<file path="src/rtl/assert_macros.svh">
// assertion macros shared by the picker rtl
// no dependencies; ASSERT_OFF removes every check
`ifndef ASSERT_MACROS_SVH
`define ASSERT_MACROS_SVH
`ifndef ASSERT_OFF
`define ASSERT_IMPLIES(lbl, clk, rst_n, pre, post, msg) \
    lbl: assert property (@(posedge clk) disable iff (!rst_n) (pre) |-> (post)) else $error(msg);
`define ASSERT_NEXT(lbl, clk, rst_n, pre, post, msg) \
    lbl: assert property (@(posedge clk) disable iff (!rst_n) (pre) |=> (post)) else $error(msg);
`else
`define ASSERT_IMPLIES(lbl, clk, rst_n, pre, post, msg)
`define ASSERT_NEXT(lbl, clk, rst_n, pre, post, msg)
`endif
`endif

</file>
<file path="src/rtl/rrqp_pkg.sv">
// package for the round-robin queue picker: widths, register indexes, payload types
// no dependencies
package rrqp_pkg;

    localparam int MAX_QUEUES_DEF = 16;
    localparam int MASK_W         = 16;
    localparam int BASE_W         = 10;
    localparam int CNT_REG_W      = 5;
    localparam int ID_W           = 11;
    localparam int APB_ADDR_W     = 3;
    localparam int APB_DATA_W     = 32;

    localparam logic REG_POOL_BASE   = 1'b0;
    localparam logic REG_QUEUE_COUNT = 1'b1;

    typedef struct packed {
        logic [MASK_W-1:0] disabled_mask;
        logic [MASK_W-1:0] full_mask;
    } req_t;

    typedef struct packed {
        logic            granted;
        logic [ID_W-1:0] queue_id;
        logic            granted_full;
    } rsp_t;

    typedef struct packed {
        logic usable;
        logic eligible;
        logic upper;
    } lane_status_t;

endpackage

</file>
<file path="src/rtl/rrqp_lane.sv">
// one lane: status of a single pool queue relative to the round-robin start
// depends on rrqp_pkg
module rrqp_lane
    import rrqp_pkg::*;
#(
    parameter int LANE_IDX = 0,
    parameter int N_W      = 5,
    parameter int OFF_W    = 4
)
(
    input  logic             disabled,
    input  logic             full,
    input  logic [N_W-1:0]   queue_n,
    input  logic [OFF_W-1:0] start,
    output lane_status_t     status
);

    logic in_pool;

    assign in_pool         = N_W'(LANE_IDX) < queue_n;
    assign status.usable   = in_pool && !disabled;
    assign status.eligible = in_pool && !disabled && !full;
    assign status.upper    = OFF_W'(LANE_IDX) >= start;

endmodule

</file>
<file path="src/rtl/rrqp_merge.sv">
// merge stage: first eligible lane from the start, wrap, then pointer fallback
// depends on rrqp_pkg and the lane status
module rrqp_merge
    import rrqp_pkg::*;
#(
    parameter int MAX_QUEUES = MAX_QUEUES_DEF,
    parameter int OFF_W      = 4
)
(
    input  lane_status_t      lanes [MAX_QUEUES],
    input  logic [OFF_W-1:0]  start,
    input  logic [BASE_W-1:0] pool_base,
    output rsp_t              rsp
);

    logic             found_hi;
    logic             found_any;
    logic [OFF_W-1:0] pick_hi;
    logic [OFF_W-1:0] pick_any;
    logic [OFF_W-1:0] pick;
    logic             fallback;

    always_comb
    begin
        found_hi  = 1'b0;
        found_any = 1'b0;
        pick_hi   = '0;
        pick_any  = '0;
        for (int i = MAX_QUEUES - 1; i >= 0; i--)
        begin
            if (lanes[i].eligible && lanes[i].upper)
            begin
                found_hi = 1'b1;
                pick_hi  = OFF_W'(i);
            end
            if (lanes[i].eligible)
            begin
                found_any = 1'b1;
                pick_any  = OFF_W'(i);
            end
        end
    end

    assign fallback = !found_any && lanes[start].usable;
    assign pick     = found_hi ? pick_hi : (found_any ? pick_any : start);

    always_comb
    begin
        rsp.granted      = found_any || fallback;
        rsp.granted_full = fallback;
        if (found_any || fallback)
        begin
            rsp.queue_id = ID_W'(pool_base) + ID_W'(pick);
        end
        else
        begin
            rsp.queue_id = '0;
        end
    end

endmodule

</file>
<file path="src/rtl/rrqp_out_buf.sv">
// output register with skid stage so a new transaction is taken while a result waits
// depends on rrqp_pkg and assert_macros.svh
`include "assert_macros.svh"
module rrqp_out_buf
    import rrqp_pkg::*;
(
    input  logic clk,
    input  logic rst_n,
    input  logic in_valid,
    output logic in_ready,
    input  rsp_t in_data,
    output logic out_valid,
    input  logic out_ready,
    output rsp_t out_data
);

    logic out_valid_reg;
    logic skid_valid_reg;
    rsp_t out_data_reg;
    rsp_t skid_data_reg;
    logic pop;
    logic push;

    assign in_ready  = !skid_valid_reg;
    assign out_valid = out_valid_reg;
    assign out_data  = out_data_reg;
    assign pop       = out_valid_reg && out_ready;
    assign push      = in_valid && !skid_valid_reg;

    always_ff @(posedge clk or negedge rst_n)
    begin
        if (!rst_n)
        begin
            out_valid_reg  <= 1'b0;
            skid_valid_reg <= 1'b0;
        end
        else if (skid_valid_reg)
        begin
            if (pop)
            begin
                skid_valid_reg <= 1'b0;
            end
        end
        else if (!out_valid_reg || pop)
        begin
            out_valid_reg <= push;
        end
        else if (push)
        begin
            skid_valid_reg <= 1'b1;
        end
    end

    always_ff @(posedge clk)
    begin
        if (skid_valid_reg)
        begin
            if (pop)
            begin
                out_data_reg <= skid_data_reg;
            end
        end
        else if (!out_valid_reg || pop)
        begin
            out_data_reg <= in_data;
        end
        else if (push)
        begin
            skid_data_reg <= in_data;
        end
    end

    `ASSERT_IMPLIES(a_skid_behind_out, clk, rst_n, skid_valid_reg, out_valid_reg, "skid full while output empty")
    `ASSERT_NEXT(a_stall_fills_skid, clk, rst_n, push && out_valid_reg && !out_ready, skid_valid_reg, "stalled transaction lost")
    `ASSERT_NEXT(a_skid_drains_first, clk, rst_n, skid_valid_reg && pop, out_data_reg == $past(skid_data_reg), "skid entry out of order")

endmodule

</file>
<file path="src/rtl/round_robin_queue_picker_top.sv">
// round-robin queue picker: one lane per pool queue, merge, then output buffer
// the result of an accepted request transaction is registered in the output buffer
// throughput: one transaction per cycle while req_ready is high; lane and merge logic is combinational
// a stalled output holds one result plus one in the skid stage before req_ready drops
// reset: pool_base 0, queue_count 1, pointer 0, output buffer empty
// depends on rrqp_pkg, rrqp_lane, rrqp_merge, rrqp_out_buf and assert_macros.svh
`include "assert_macros.svh"
module round_robin_queue_picker_top
    import rrqp_pkg::*;
#(
    parameter int MAX_QUEUES = MAX_QUEUES_DEF
)
(
    input  logic                  clk,
    input  logic                  rst_n,
    input  logic                  psel,
    input  logic                  penable,
    input  logic                  pwrite,
    input  logic [APB_ADDR_W-1:0] paddr,
    input  logic [APB_DATA_W-1:0] pwdata,
    output logic [APB_DATA_W-1:0] prdata,
    output logic                  pready,
    input  logic                  req_valid,
    output logic                  req_ready,
    input  req_t                  req,
    output logic                  rsp_valid,
    input  logic                  rsp_ready,
    output rsp_t                  rsp
);

    localparam int N_W   = $clog2(MAX_QUEUES + 1);
    localparam int OFF_W = $clog2(MAX_QUEUES);
    localparam int CMP_W = (N_W > CNT_REG_W) ? N_W : CNT_REG_W;

    logic [BASE_W-1:0]    pool_base_reg;
    logic [CNT_REG_W-1:0] queue_count_reg;
    logic [OFF_W-1:0]     ptr_reg;
    logic [OFF_W-1:0]     ptr_next;
    logic                 cfg_wr;
    logic                 reg_idx;
    logic [CMP_W-1:0]     count_ext;
    logic [CMP_W-1:0]     n_sat;
    logic [N_W-1:0]       queue_n;
    logic [OFF_W-1:0]     start;
    logic [N_W-1:0]       start_inc;
    logic                 accept;
    lane_status_t         lanes [MAX_QUEUES];
    rsp_t                 pick_rsp;

    assign pready  = 1'b1;
    assign reg_idx = paddr[2];
    assign cfg_wr  = psel && penable && pwrite && pready;

    always_comb
    begin
        case (reg_idx)
            REG_POOL_BASE:   prdata = APB_DATA_W'(pool_base_reg);
            REG_QUEUE_COUNT: prdata = APB_DATA_W'(queue_count_reg);
            default:         prdata = '0;
        endcase
    end

    // effective count: zero reads as one, saturate at the lane count
    assign count_ext = CMP_W'(queue_count_reg);
    always_comb
    begin
        if (queue_count_reg == '0)
        begin
            n_sat = CMP_W'(1);
        end
        else if (count_ext > CMP_W'(MAX_QUEUES))
        begin
            n_sat = CMP_W'(MAX_QUEUES);
        end
        else
        begin
            n_sat = count_ext;
        end
    end
    assign queue_n = N_W'(n_sat);

    assign start     = (N_W'(ptr_reg) >= queue_n) ? '0 : ptr_reg;
    assign start_inc = N_W'(start) + N_W'(1);
    assign ptr_next  = (start_inc >= queue_n) ? '0 : OFF_W'(start_inc);
    assign accept    = req_valid && req_ready;

    always_ff @(posedge clk or negedge rst_n)
    begin
        if (!rst_n)
        begin
            pool_base_reg   <= '0;
            queue_count_reg <= CNT_REG_W'(1);
            ptr_reg         <= '0;
        end
        else if (cfg_wr)
        begin
            case (reg_idx)
                REG_POOL_BASE:
                begin
                    pool_base_reg <= pwdata[BASE_W-1:0];
                end
                REG_QUEUE_COUNT:
                begin
                    queue_count_reg <= pwdata[CNT_REG_W-1:0];
                    ptr_reg         <= '0;
                end
                default:
                begin
                    pool_base_reg <= pool_base_reg;
                end
            endcase
        end
        else if (accept)
        begin
            ptr_reg <= ptr_next;
        end
    end

    for (genvar i = 0; i < MAX_QUEUES; i++)
    begin : g_lane
        logic dis_bit;
        logic full_bit;
        if (i < MASK_W)
        begin : g_mask
            assign dis_bit  = req.disabled_mask[i];
            assign full_bit = req.full_mask[i];
        end
        else
        begin : g_clear
            assign dis_bit  = 1'b0;
            assign full_bit = 1'b0;
        end
        rrqp_lane #(
            .LANE_IDX (i),
            .N_W      (N_W),
            .OFF_W    (OFF_W)
        ) u_lane (
            .disabled (dis_bit),
            .full     (full_bit),
            .queue_n  (queue_n),
            .start    (start),
            .status   (lanes[i])
        );
    end

    rrqp_merge #(
        .MAX_QUEUES (MAX_QUEUES),
        .OFF_W      (OFF_W)
    ) u_merge (
        .lanes      (lanes),
        .start      (start),
        .pool_base  (pool_base_reg),
        .rsp        (pick_rsp)
    );

    rrqp_out_buf u_out_buf (
        .clk        (clk),
        .rst_n      (rst_n),
        .in_valid   (req_valid),
        .in_ready   (req_ready),
        .in_data    (pick_rsp),
        .out_valid  (rsp_valid),
        .out_ready  (rsp_ready),
        .out_data   (rsp)
    );

    `ASSERT_IMPLIES(a_ptr_in_pool, clk, rst_n, 1'b1, N_W'(ptr_reg) < queue_n, "pointer beyond pool")
    `ASSERT_IMPLIES(a_full_needs_grant, clk, rst_n, rsp_valid && rsp.granted_full, rsp.granted, "full flag without grant")
    `ASSERT_IMPLIES(a_no_grant_zero, clk, rst_n, rsp_valid && !rsp.granted, rsp.queue_id == '0, "queue id set without grant")

endmodule

</file>
<file path="config.mk">
export PLATFORM = sky130hd
export DESIGN_NAME = round_robin_queue_picker_top
export DESIGN_NICKNAME = d
export VERILOG_FILES = /design/src/rtl/rrqp_pkg.sv /design/src/rtl/rrqp_lane.sv /design/src/rtl/rrqp_merge.sv /design/src/rtl/rrqp_out_buf.sv /design/src/rtl/round_robin_queue_picker_top.sv
export VERILOG_INCLUDE_DIRS = /design/src /design/src/rtl
export SDC_FILE = /design/constraint.sdc
export NUM_CORES = 1
export LEC_CHECK = 0
export BUFFER_PORTS_ARGS = -buffer_cell sky130_fd_sc_hd__buf_2
export CAP_MARGIN = 5
export CORE_MARGIN = 8
export CORE_UTILIZATION = 48
export DETAILED_ROUTE_END_ITERATION = 6
export PLACE_DENSITY_LB_ADDON = 0.3
export SETUP_SLACK_MARGIN = 0.02
export SLEW_MARGIN = 20
export SYNTH_ARGS = -nofsm -noshare
export SYNTH_HDL_FRONTEND = slang
export SYNTH_SLANG_ARGS = --single-unit
</file>
<file path="constraint.sdc">
create_clock -name clk -period 5.1 [get_ports clk]
set_clock_uncertainty 0.2 [all_clocks]
set_input_delay 0.51 -clock clk [delete_from_list [all_inputs] [get_ports clk]]
set_output_delay 0.51 -clock clk [all_outputs]
set_load 0.01 [all_outputs]
</file>
==> reports/summary.txt, run 1 <==
average size of a mapped cell: 9.68 um^2
clock sink count: 47
largest area contributor in the netlist: sky130_fd_sc_hd__edfxtp_1
cell count after synthesis: 420
Final Wtd Congestion: 0.999
Worst path most repeated cell: sky130_fd_sc_hd__nor2b_4
Total Die Area: 11700 um^2
ant diodes: 0
critical setup path kind: register to register
setup slack of the critical path after layout: 0.144 ns
netlist area before placement: 4070 um^2
most area-consuming cells after synthesis: sky130_fd_sc_hd__edfxtp_1 19%, sky130_fd_sc_hd__dfrtp_1 12%, sky130_fd_sc_hd__mux2_2 5.5%
Max Used Layer: met4
slowest CP cell: sky130_fd_sc_hd__dfrtp_1
total track usage: 20.3%
reg-to-reg setup timing slack: 0.14 ns
clock latency of the later-clocked register in the worst-skew pair: 0.31 ns
P_int: 0.00141 W
top flip-flop cell by instance count after synthesis: sky130_fd_sc_hd__edfxtp_1
Max VDD drop: 0.270 mV
final count of pins violating max slew: 0
total wire length after detailed routing: 12.0 mm
drt first-iter violations: 332
residual DRC count: 0
Worst Hold Slack: 0.240 ns
worst r2r src: count_ext[1]
TritonCTS clock tree: done
worst hold path startpoint: rsp_ready
final critical delay including setup and external delays: 4.96 ns
Final Hold Fails: 0
Hold Crit Endpoint: u_out_buf.skid_valid_reg
Reg-to-Reg End: u_out_buf.out_data[10]
met2 wire length: 5.41 mm
DRT antenna net count: 0
post-synthesis share of cell area spent on xor and xnor gates: 2.15%
share of final-layout standard cells stronger than drive strength 1: 41.6%
Critical Path RT: 4.93 ns
total setup violations reported at the end of the flow: 0
Netlist cell types: 83
Maximum Capacitance Violations: 0
Hold WC Path Type: primary input to register
launching element of the worst setup path: count_ext[1]
utilization after layout: 61.4%
mux contribution to synthesized area: 6.77%
synthesis-stage register bit count: 47
number of placement rows: 33
area fraction in compound gates after synthesis: 27.8%
area share of fa/ha/maj cells after synthesis: 5.72%
Final period util: 97.2%
leakage power of the design: 2.08 nW
Worst Hold Depth: 2
run status: finished, final reports clean
number of synthesized flops with an enable pin: 26
count of input and output buffers: 74
WL/cell: 18.9 um
Max Fanout on Critical Path: 4
floorplan core area: 8220 um^2
width of the die: 108 um
I/O pin cnt: 122
setup total negative slack: 0 ns
Worst Max-Slew Pin Slew: 0.912 ns
portion of total power attributed to combinational logic: 63.6%
worst slew margin relative to its limit: 39.2%
share of total power consumed by net switching: 44.6%
sequential share of power: 26.4%
effective utilization at floorplan: 49.5%
Synth warnings: 0
PwrDens: 505 nW/um^2
length of the first detailed-routing pass in iterations: 6
cell-by-cell listing of the critical path: nor3_2 -> nor2_1 -> nor2_2 -> ha_4 -> nor2b_4 -> o21ai_4 -> a21oi_4 -> ha_2 -> nor2b_4 -> nor3_2 -> a222oi_1 -> buf_4 -> buf_6 -> and4bb_2 -> o2111ai_2 -> o211ai_1 -> ha_2 -> a21o_1 -> a21oi_4 -> nor2b_4 -> o2111ai_2 -> xor2_2 -> o21ai_1 -> a21boi_2
number of nets in the layout: 622
sum of overflow across all layers after global routing: 0
Filler Cell Count: 718
H-tree level count: 2
R2R cell count: 24
setup repair after global routing missed its margin: true
Routed met1 length: 5.30 mm
Bufs on Longest Clock Path: 2
Clk network pwr share: 10.0%
clock buffer count from CTS: 5
met3 routed WL: 1.01 mm
vias after detailed routing: 3748
simple-gate area share of the yosys netlist: 16.4%
Switching Power: 0.00114 W
arrival time at the worst endpoint: 4.79 ns
Yosys top cell area share: 19.2%
Die H: 108 um
clock tree root buffer cell: sky130_fd_sc_hd__clkbuf_8
signed area change from the synthesized netlist to the final layout: 24.0%
element type at the critical path end: register
number of vias per cell after detailed routing: 5.89
Highest Clock Rate: 202 MHz
peak per-stage delay on the critical path: 0.40 ns
post-placement setup slack: -0.238 ns
number of global-route vias before repair: 3779
half-perimeter wire length after detailed placement: 9.31 mm
register area share after synthesis: 32.2%
nature of the critical path startpoint: register
wire length of the first global-routing pass: 19.0 mm
clock transition at the registers of the reported paths: 0.09 ns
number of antenna violations at the first check in global routing: 0
pin count of the biggest net entering global routing: 27
overall power consumption: 0.00254 W
largest family of logic cells by synthesized area: compound AO/OA/AOI/OAI gates
proportion of register bits with asynchronous set or reset after synthesis: 44.7%
-- critical path, delay by kind of cell, from the launching register on --
family                     cells  cell delay (ns)
AOI/OAI and AO/OA             10             1.62
xor gates and xnor gates       1             0.20
adders and majority gates      3             0.69
buffers and inverters          2             0.29
DFF                            1             0.40
and+or+nand+nor                8             1.27
-- synthesized netlist by cell type, types with 8 or more instances --
master and count:
sky130_fd_sc_hd__a211oi_1 10, sky130_fd_sc_hd__a21oi_1 37, sky130_fd_sc_hd__buf_4 25, sky130_fd_sc_hd__buf_6 8
sky130_fd_sc_hd__clkbuf_1 8, sky130_fd_sc_hd__dfrtp_1 20, sky130_fd_sc_hd__edfxtp_1 26, sky130_fd_sc_hd__ha_1 17
sky130_fd_sc_hd__mux2_2 20, sky130_fd_sc_hd__nand2_1 23, sky130_fd_sc_hd__nand3_1 8, sky130_fd_sc_hd__nor2_1 30
sky130_fd_sc_hd__nor2b_1 9, sky130_fd_sc_hd__nor3_1 9, sky130_fd_sc_hd__o21ai_0 20
-- logic make-up (layout without fill, tap and decap cells) --
family | after synthesis | count (layout)
flops | 47 | 47
compound gates | 152 | 152
xor+xnor | 10 | 10
fa+ha+maj | 18 | 18
simple gates | 112 | 112
buf+inv | 54 | 144
mux | 25 | 25
other cells | 2 | 23
-- worst max path at each step --
stage	endpoint	cells past startpoint
3_3_place_gp	u_out_buf.out_data[10]	23
5_1_grt	u_out_buf.out_data[10]	25
3_5_place_dp	u_out_buf.out_data[10]	23
4_1_cts	u_out_buf.out_data[10]	24
2_1_floorplan	u_out_buf.out_data[8]	24
6_report	u_out_buf.out_data[10]	24
-- metrics by stage --
step           instance area (um^2)  instances
3_3_place_gp                   4640        617
3_5_place_dp                   4640        617
4_1_cts                        4810        630
5_1_grt                        5040        636
6_report                       5040        636
2_1_floorplan                  4150        441
-- power by group through the flow --
stage          Clock (W)  Combinational (W)  Sequential, W
2_1_floorplan          0           0.000950       0.000663
3_3_place_gp           0            0.00141       0.000666
3_5_place_dp           0            0.00142       0.000671
4_1_cts         0.000258            0.00147       0.000664
5_1_grt         0.000271            0.00176       0.000689
6_report        0.000255            0.00162       0.000672
-- layout by cell type (no fill, tap or decap), drive strengths merged, types with 4 or more instances in the layout --
cell type,count
nor3,15
nor2,32
or3,6
o21a,5
dfrtp,20
mux2,20
a22o,5
inv,10
o211ai,6
a31oi,7
clkbuf,7
a21o,5
a2111oi,5
xor2,6
nor2b,9
edfxtp,26
a21oi,41
buf,125
o21ai,24
xnor2,4
nand3,8
a211oi,12
mux2i,5
conb,23
ha,17
a21boi,8
nand2,23
-- layout make-up --
| type | count | area, um^2 | area share [%] |
|---|---|---|---|
| Inverter | 10 | 37.5 | 0.744 |
| Clock buffer | 7 | 97.6 | 1.94 |
| Tap cell | 105 | 131 | 2.61 |
| Timing Repair Buffer | 126 | 774 | 15.4 |
| Sequential cell | 47 | 1310 | 25.9 |
| Clock inverter | 1 | 6.26 | 0.124 |
| Multi-Input combinational cell | 340 | 2690 | 53.3 |
-- layer usage --
metal  vias to the layer above  global-route usage [%]
met5                         -                       0
met4                         0                    7.14
met3                        26                    4.28
met2                       165                    31.4
met1                      1778                    27.4
li1                       1779                       -
-- timing repair --
action,4_1_cts,5_1_grt
gates resized for setup,6,42
hold endpoints to repair,20,0
setup endpoints to repair,10,14
hold buffers,1,0
pin swaps,4,25
buffers inserted,4,7
(Power assumes the default switching activity.)
==> run 2, diff against run 1 <==
Settings changed: PLACE_DENSITY from default to 0.78, PLACE_DENSITY_LB_ADDON 0.3 to default.
==> run 2 against run 1 <==
  * Via count increased by 1.6%
  * Clock power increased by 5%
  * Critical path depth increased by 2
  * Global-route usage increased by 0.10 points
  * Sequential cell count unchanged
  * Worst hold slack got worse by 0.0087 ns
  * Sequential share of layout area decreased by 0.22 points
  * Routed wire length increased by 1.8%
  * First-iteration DRC count increased by 11%
  * Critical endpoint unchanged
  * Largest cell class unchanged
==> reports/summary.txt, run 2 (same netlist as run 1, synthesis figures left out) <==
run status: finished, final reports clean
length of the first detailed-routing pass in iterations: 6
Final period util: 98.4%
Filler Cell Count: 698
worst hold path startpoint: rsp_ready
Hold WC Path Type: primary input to register
utilization after layout: 61.9%
DRT antenna net count: 0
number of global-route vias before repair: 3876
Maximum Capacitance Violations: 0
wire length of the first global-routing pass: 19.0 mm
Worst Hold Slack: 0.231 ns
Bufs on Longest Clock Path: 2
width of the die: 108 um
Worst path most repeated cell: sky130_fd_sc_hd__nor2b_4
Total Die Area: 11700 um^2
area of the multi-input gates: 2700 um^2
critical setup path kind: register to register
clock buffer count from CTS: 5
residual DRC count: 0
count of input and output buffers: 74
number of placement rows: 33
leakage power of the design: 2.11 nW
TritonCTS clock tree: done
element type at the critical path end: register
total wire length after detailed routing: 12.3 mm
sum of overflow across all layers after global routing: 0
storage element area: 1310 um^2
Worst Max-Slew Pin Slew: 1.05 ns
setup repair after global routing missed its margin: true
H-tree level count: 2
final critical delay including setup and external delays: 5.02 ns
setup total negative slack: 0 ns
final count of pins violating max slew: 0
top library cells by usage in the layout, fill and taps aside: 74 x sky130_fd_sc_hd__buf_2, 54 x sky130_fd_sc_hd__buf_4, 34 x sky130_fd_sc_hd__a21oi_1
pin count of the biggest net entering global routing: 27
Max Fanout on Critical Path: 3
PwrDens: 511 nW/um^2
half-perimeter wire length after detailed placement: 9.48 mm
Die H: 108 um
clock transition at the registers of the reported paths: 0.09 ns
floorplan core area: 8220 um^2
signed area change from the synthesized netlist to the final layout: 25.1%
overall power consumption: 0.00260 W
Final Wtd Congestion: 0.953
total setup violations reported at the end of the flow: 0
total track usage: 20.4%
clock tree root buffer cell: sky130_fd_sc_hd__clkbuf_8
worst slew margin relative to its limit: 29.6%
drt first-iter violations: 367
Critical Path RT: 4.94 ns
worst r2r src: count_ext[1]
share of final-layout standard cells stronger than drive strength 1: 42.4%
number of nets in the layout: 626
Hold Crit Endpoint: u_out_buf.skid_valid_reg
Max VDD drop: 0.319 mV
nature of the critical path startpoint: register
peak per-stage delay on the critical path: 0.40 ns
leading cell type in the layout, fill and taps excluded: sky130_fd_sc_hd__buf_2
vias after detailed routing: 3808
Worst Hold Depth: 2
clock sink count: 47
WL/cell: 19.1 um
Final Hold Fails: 0
arrival time at the worst endpoint: 4.86 ns
clock latency of the later-clocked register in the worst-skew pair: 0.30 ns
reg-to-reg setup timing slack: 0.08 ns
effective utilization at floorplan: 49.5%
R2R cell count: 26
ant diodes: 0
number of vias per cell after detailed routing: 5.95
Highest Clock Rate: 199 MHz
I/O pin cnt: 122
slowest CP cell: sky130_fd_sc_hd__dfrtp_1
number of antenna violations at the first check in global routing: 0
Reg-to-Reg End: u_out_buf.out_data[10]
-- run 2: cell count changes in the layout (fill, tap and decap cells not counted), moves of 2 or more --
cell	delta
sky130_fd_sc_hd__buf_4	+6
sky130_fd_sc_hd__ha_1	+3
sky130_fd_sc_hd__ha_2	-3
sky130_fd_sc_hd__a22oi_1	-2
sky130_fd_sc_hd__a22oi_2	+2
sky130_fd_sc_hd__buf_6	-2
-- run 2: critical path, delay by kind of cell, from the launching register on --
| family | cells | cell delay (ns) |
|---|---|---|
| AO/OA/AOI/OAI | 10 | 1.44 |
| adder cells (fa/ha/maj) | 3 | 0.70 |
| flip-flops | 1 | 0.40 |
| XOR/XNOR | 1 | 0.31 |
| buffers and inverters | 4 | 0.48 |
| AND/OR/NAND/NOR | 8 | 1.20 |
-- run 2: final cells by class --
class | count | area share, %
Multi-Input combinational cell | 340 | 53.1
Sequential cell | 47 | 25.7
Timing Repair Buffer | 130 | 15.7
Tap cell | 105 | 2.58
Clock buffer | 5 | 1.35
Clock inverter | 3 | 0.861
Inverter | 10 | 0.738
-- run 2: what timing repair did --
item,CTS,global route
hold endpoints to repair,20,0
gates resized for setup,4,43
setup endpoints to repair,8,15
hold buffers,1,0
setup buffers,2,7
pin swaps,3,19
gates cloned,0,0
-- run 2: stage by stage --
step / area (um^2) / std cells / worst slack, ns
after global placement: 4680 / 622 / -0.0103
after global routing: 5090 / 640 / -0.141
final: 5090 / 640 / 0.0834
after floorplan: 4150 / 441 / 0.0303
after detailed placement: 4680 / 622 / -0.151
after CTS: 4840 / 633 / 0.0231
-- run 2: metal layers --
| metal | track usage (%) | up-vias | wire, um |
|---|---|---|---|
| met4 | 8.42 | 0 | 253 |
| met1 | 26.4 | 1781 | 5120 |
| met3 | 4.16 | 29 | 1110 |
| met5 | 0 | - | 0 |
| li1 | - | 1785 | - |
| met2 | 32.5 | 213 | 5770 |
-- run 2: where the power goes --
part / switching [W] / internal (W) / leakage [nW]
Sequential: 0.000101 / 0.000570 / 0.500
Combinational: 0.000932 / 0.000725 / 1.55
Clock: 0.000123 / 0.000145 / 0.0543
-- run 2: worst max path at each step --
stage                     cells past startpoint          from                     end  slack [ns]
after floorplan                              24  count_ext[2]   u_out_buf.out_data[8]        0.03
after global placement                       22  count_ext[3]   u_out_buf.out_data[8]       -0.01
after detailed placement                     23  count_ext[2]  u_out_buf.out_data[10]       -0.15
after CTS                                    25  count_ext[2]   u_out_buf.out_data[9]        0.02
after global routing                         26  count_ext[1]  u_out_buf.out_data[10]       -0.14
final                                        26  count_ext[1]  u_out_buf.out_data[10]        0.08
==> run 3, diff against run 2 <==
==> constraint.sdc (replaced) <==
create_clock -name clk -period 5.1 [get_ports clk]
set_clock_uncertainty 0.2 [all_clocks]
set_input_delay 1.275 -clock clk [delete_from_list [all_inputs] [get_ports clk]]
set_output_delay 1.275 -clock clk [all_outputs]
set_load 0.01 [all_outputs]
==> run 3 against run 2 <==
  * Fmax up 0.45%
  * Cell count is 3.8% higher
  * Worst hold slack better by 0.15 ns
  * Largest power group unchanged
  * Critical path type unchanged
  * Total power up 5.8%
  * Via count is 4.1% higher
  * Clock power is 5% higher
  * Worst setup slack improved by 0.022 ns
  * Largest cell class unchanged
  * Combinational power increased by 8%
==> reports/summary.txt, run 3 (same netlist as run 1, synthesis figures left out) <==
top library cells by usage in the layout, fill and taps aside: 80 x sky130_fd_sc_hd__buf_4, 74 x sky130_fd_sc_hd__buf_2, 35 x sky130_fd_sc_hd__a21oi_1
half-perimeter wire length after detailed placement: 9.43 mm
routing layer with the top usage in global route: met2
clock transition at the registers of the reported paths: 0.10 ns
run status: finished, final reports clean
width of the die: 108 um
worst hold path startpoint: u_out_buf.skid_data_reg[12]
Worst Max-Slew Pin Slew: 0.931 ns
launching element of the worst setup path: count_ext[4]
count of input and output buffers: 74
length of the first detailed-routing pass in iterations: 5
PwrDens: 513 nW/um^2
Max VDD drop: 0.349 mV
worst slew margin relative to its limit: 37.9%
critical setup path kind: register to register
number of placement rows: 33
total setup violations reported at the end of the flow: 0
fraction of met3 tracks used by global routing: 3.51%
residual DRC count: 0
Die H: 108 um
final critical delay including setup and external delays: 4.99 ns
Worst Hold Slack: 0.383 ns
Hold WC Path Type: register to register
sum of overflow across all layers after global routing: 0
setup total negative slack: 0 ns
setup repair after global routing missed its margin: true
clock sink count: 47
Final period util: 97.9%
leading cell type in the layout, fill and taps excluded: sky130_fd_sc_hd__buf_4
Final Wtd Congestion: 0.919
met2 Track Usage GR: 31.0%
number of global-route vias before repair: 3746
clock tree root buffer cell: sky130_fd_sc_hd__clkbuf_8
reg-to-reg setup timing slack: 0.11 ns
Reg-to-Reg End: u_out_buf.out_data[9]
Total Die Area: 11700 um^2
WL/cell: 18.8 um
clock buffer count from CTS: 5
element type at the critical path end: register
Max Fanout on Critical Path: 5
signed area change from the synthesized netlist to the final layout: 31.6%
overall power consumption: 0.00275 W
effective utilization at floorplan: 49.5%
Maximum Capacitance Violations: 0
drt first-iter violations: 306
Critical Path RT: 4.95 ns
worst r2r src: count_ext[4]
total wire length after detailed routing: 12.5 mm
leakage power of the design: 2.24 nW
Bufs on Longest Clock Path: 2
global-route met1 utilization: 28.1%
TritonCTS clock tree: done
arrival time at the worst endpoint: 4.84 ns
number of vias per cell after detailed routing: 5.97
Final Hold Fails: 0
crit path capture: u_out_buf.out_data[9]
ant diodes: 0
number of nets in the layout: 650
Highest Clock Rate: 200 MHz
total track usage: 20.0%
utilization after layout: 65.1%
H-tree level count: 2
number of antenna violations at the first check in global routing: 0
vias after detailed routing: 3963
pin count of the biggest net entering global routing: 27
share of final-layout standard cells stronger than drive strength 1: 46.5%
clock latency of the later-clocked register in the worst-skew pair: 0.30 ns
I/O pin cnt: 122
R2R cell count: 25
final count of pins violating max slew: 0
nature of the critical path startpoint: register
DRT antenna net count: 0
wire length of the first global-routing pass: 18.8 mm
floorplan core area: 8220 um^2
## run 3: how the worst min path moves through the flow
stage / end / cells after the start
after floorplan: ptr_reg[0] / 2
after global placement: u_out_buf.skid_valid_reg / 1
after detailed placement: u_out_buf.out_data[12] / 1
after CTS: u_out_buf.skid_valid_reg / 1
after global routing: u_out_buf.out_data[12] / 1
final: u_out_buf.out_data[12] / 1
## run 3: cell type report
| class | instances | area, um^2 |
|---|---|---|
| tap | 105 | 131 |
| multi-input combinational | 340 | 2790 |
| inverter | 10 | 37.5 |
| timing repair buffer | 154 | 971 |
| fill | 662 | 2870 |
| clock buffer | 5 | 68.8 |
| clock inverter | 3 | 47.5 |
| sequential | 47 | 1310 |
## run 3: where the power goes
part	switching [W]	internal [W]	total, W
Combinational	0.000963	0.000824	0.00179
Clock	0.000134	0.000149	0.000282
Sequential	0.000107	0.000570	0.000677
Total	0.00120	0.00154	0.00275
## run 3: critical path: stages, from the launching register on
cell	delay, ns
sky130_fd_sc_hd__dfrtp_1	0.43
sky130_fd_sc_hd__inv_2	0.11
sky130_fd_sc_hd__nand2_1	0.11
sky130_fd_sc_hd__ha_4	0.29
sky130_fd_sc_hd__nor3_4	0.04
sky130_fd_sc_hd__nor3_4	0.30
sky130_fd_sc_hd__a21oi_4	0.11
sky130_fd_sc_hd__buf_4	0.16
sky130_fd_sc_hd__ha_4	0.15
sky130_fd_sc_hd__nor2b_4	0.14
sky130_fd_sc_hd__nor3_2	0.05
sky130_fd_sc_hd__a222oi_1	0.48
sky130_fd_sc_hd__buf_4	0.23
sky130_fd_sc_hd__buf_4	0.11
sky130_fd_sc_hd__and4bb_2	0.26
sky130_fd_sc_hd__o2111ai_2	0.10
sky130_fd_sc_hd__o211ai_1	0.13
sky130_fd_sc_hd__ha_2	0.26
sky130_fd_sc_hd__fa_2	0.21
sky130_fd_sc_hd__a21o_1	0.15
sky130_fd_sc_hd__a21oi_4	0.07
sky130_fd_sc_hd__nor2_4	0.15
sky130_fd_sc_hd__nand3_2	0.11
sky130_fd_sc_hd__xor2_2	0.21
sky130_fd_sc_hd__o21a_1	0.15
sky130_fd_sc_hd__a21oi_2	0.03
## run 3: through the flow
stage | setup WS [ns] | instance area [um^2] | std cells
after CTS | 0.0286 | 5050 | 653
after global placement | -0.0181 | 4740 | 630
final | 0.106 | 5350 | 664
after detailed placement | -0.186 | 4740 | 630
after global routing | -0.0978 | 5350 | 664
after floorplan | 0.0303 | 4150 | 441
## run 3: metal layers
metal  up-vias  part of all wire, %
met5         -                    0
met4         0                  1.7
met3        18                  7.8
met2       221                   46
met1      1886                   45
li1       1838                    -
## run 3: timing repair
action	CTS	global route
pin swaps	13	29
hold buffers	0	0
setup buffers	15	12
gates resized for setup	20	38
hold endpoints to repair	0	0
endpoints found under the setup margin	5	16
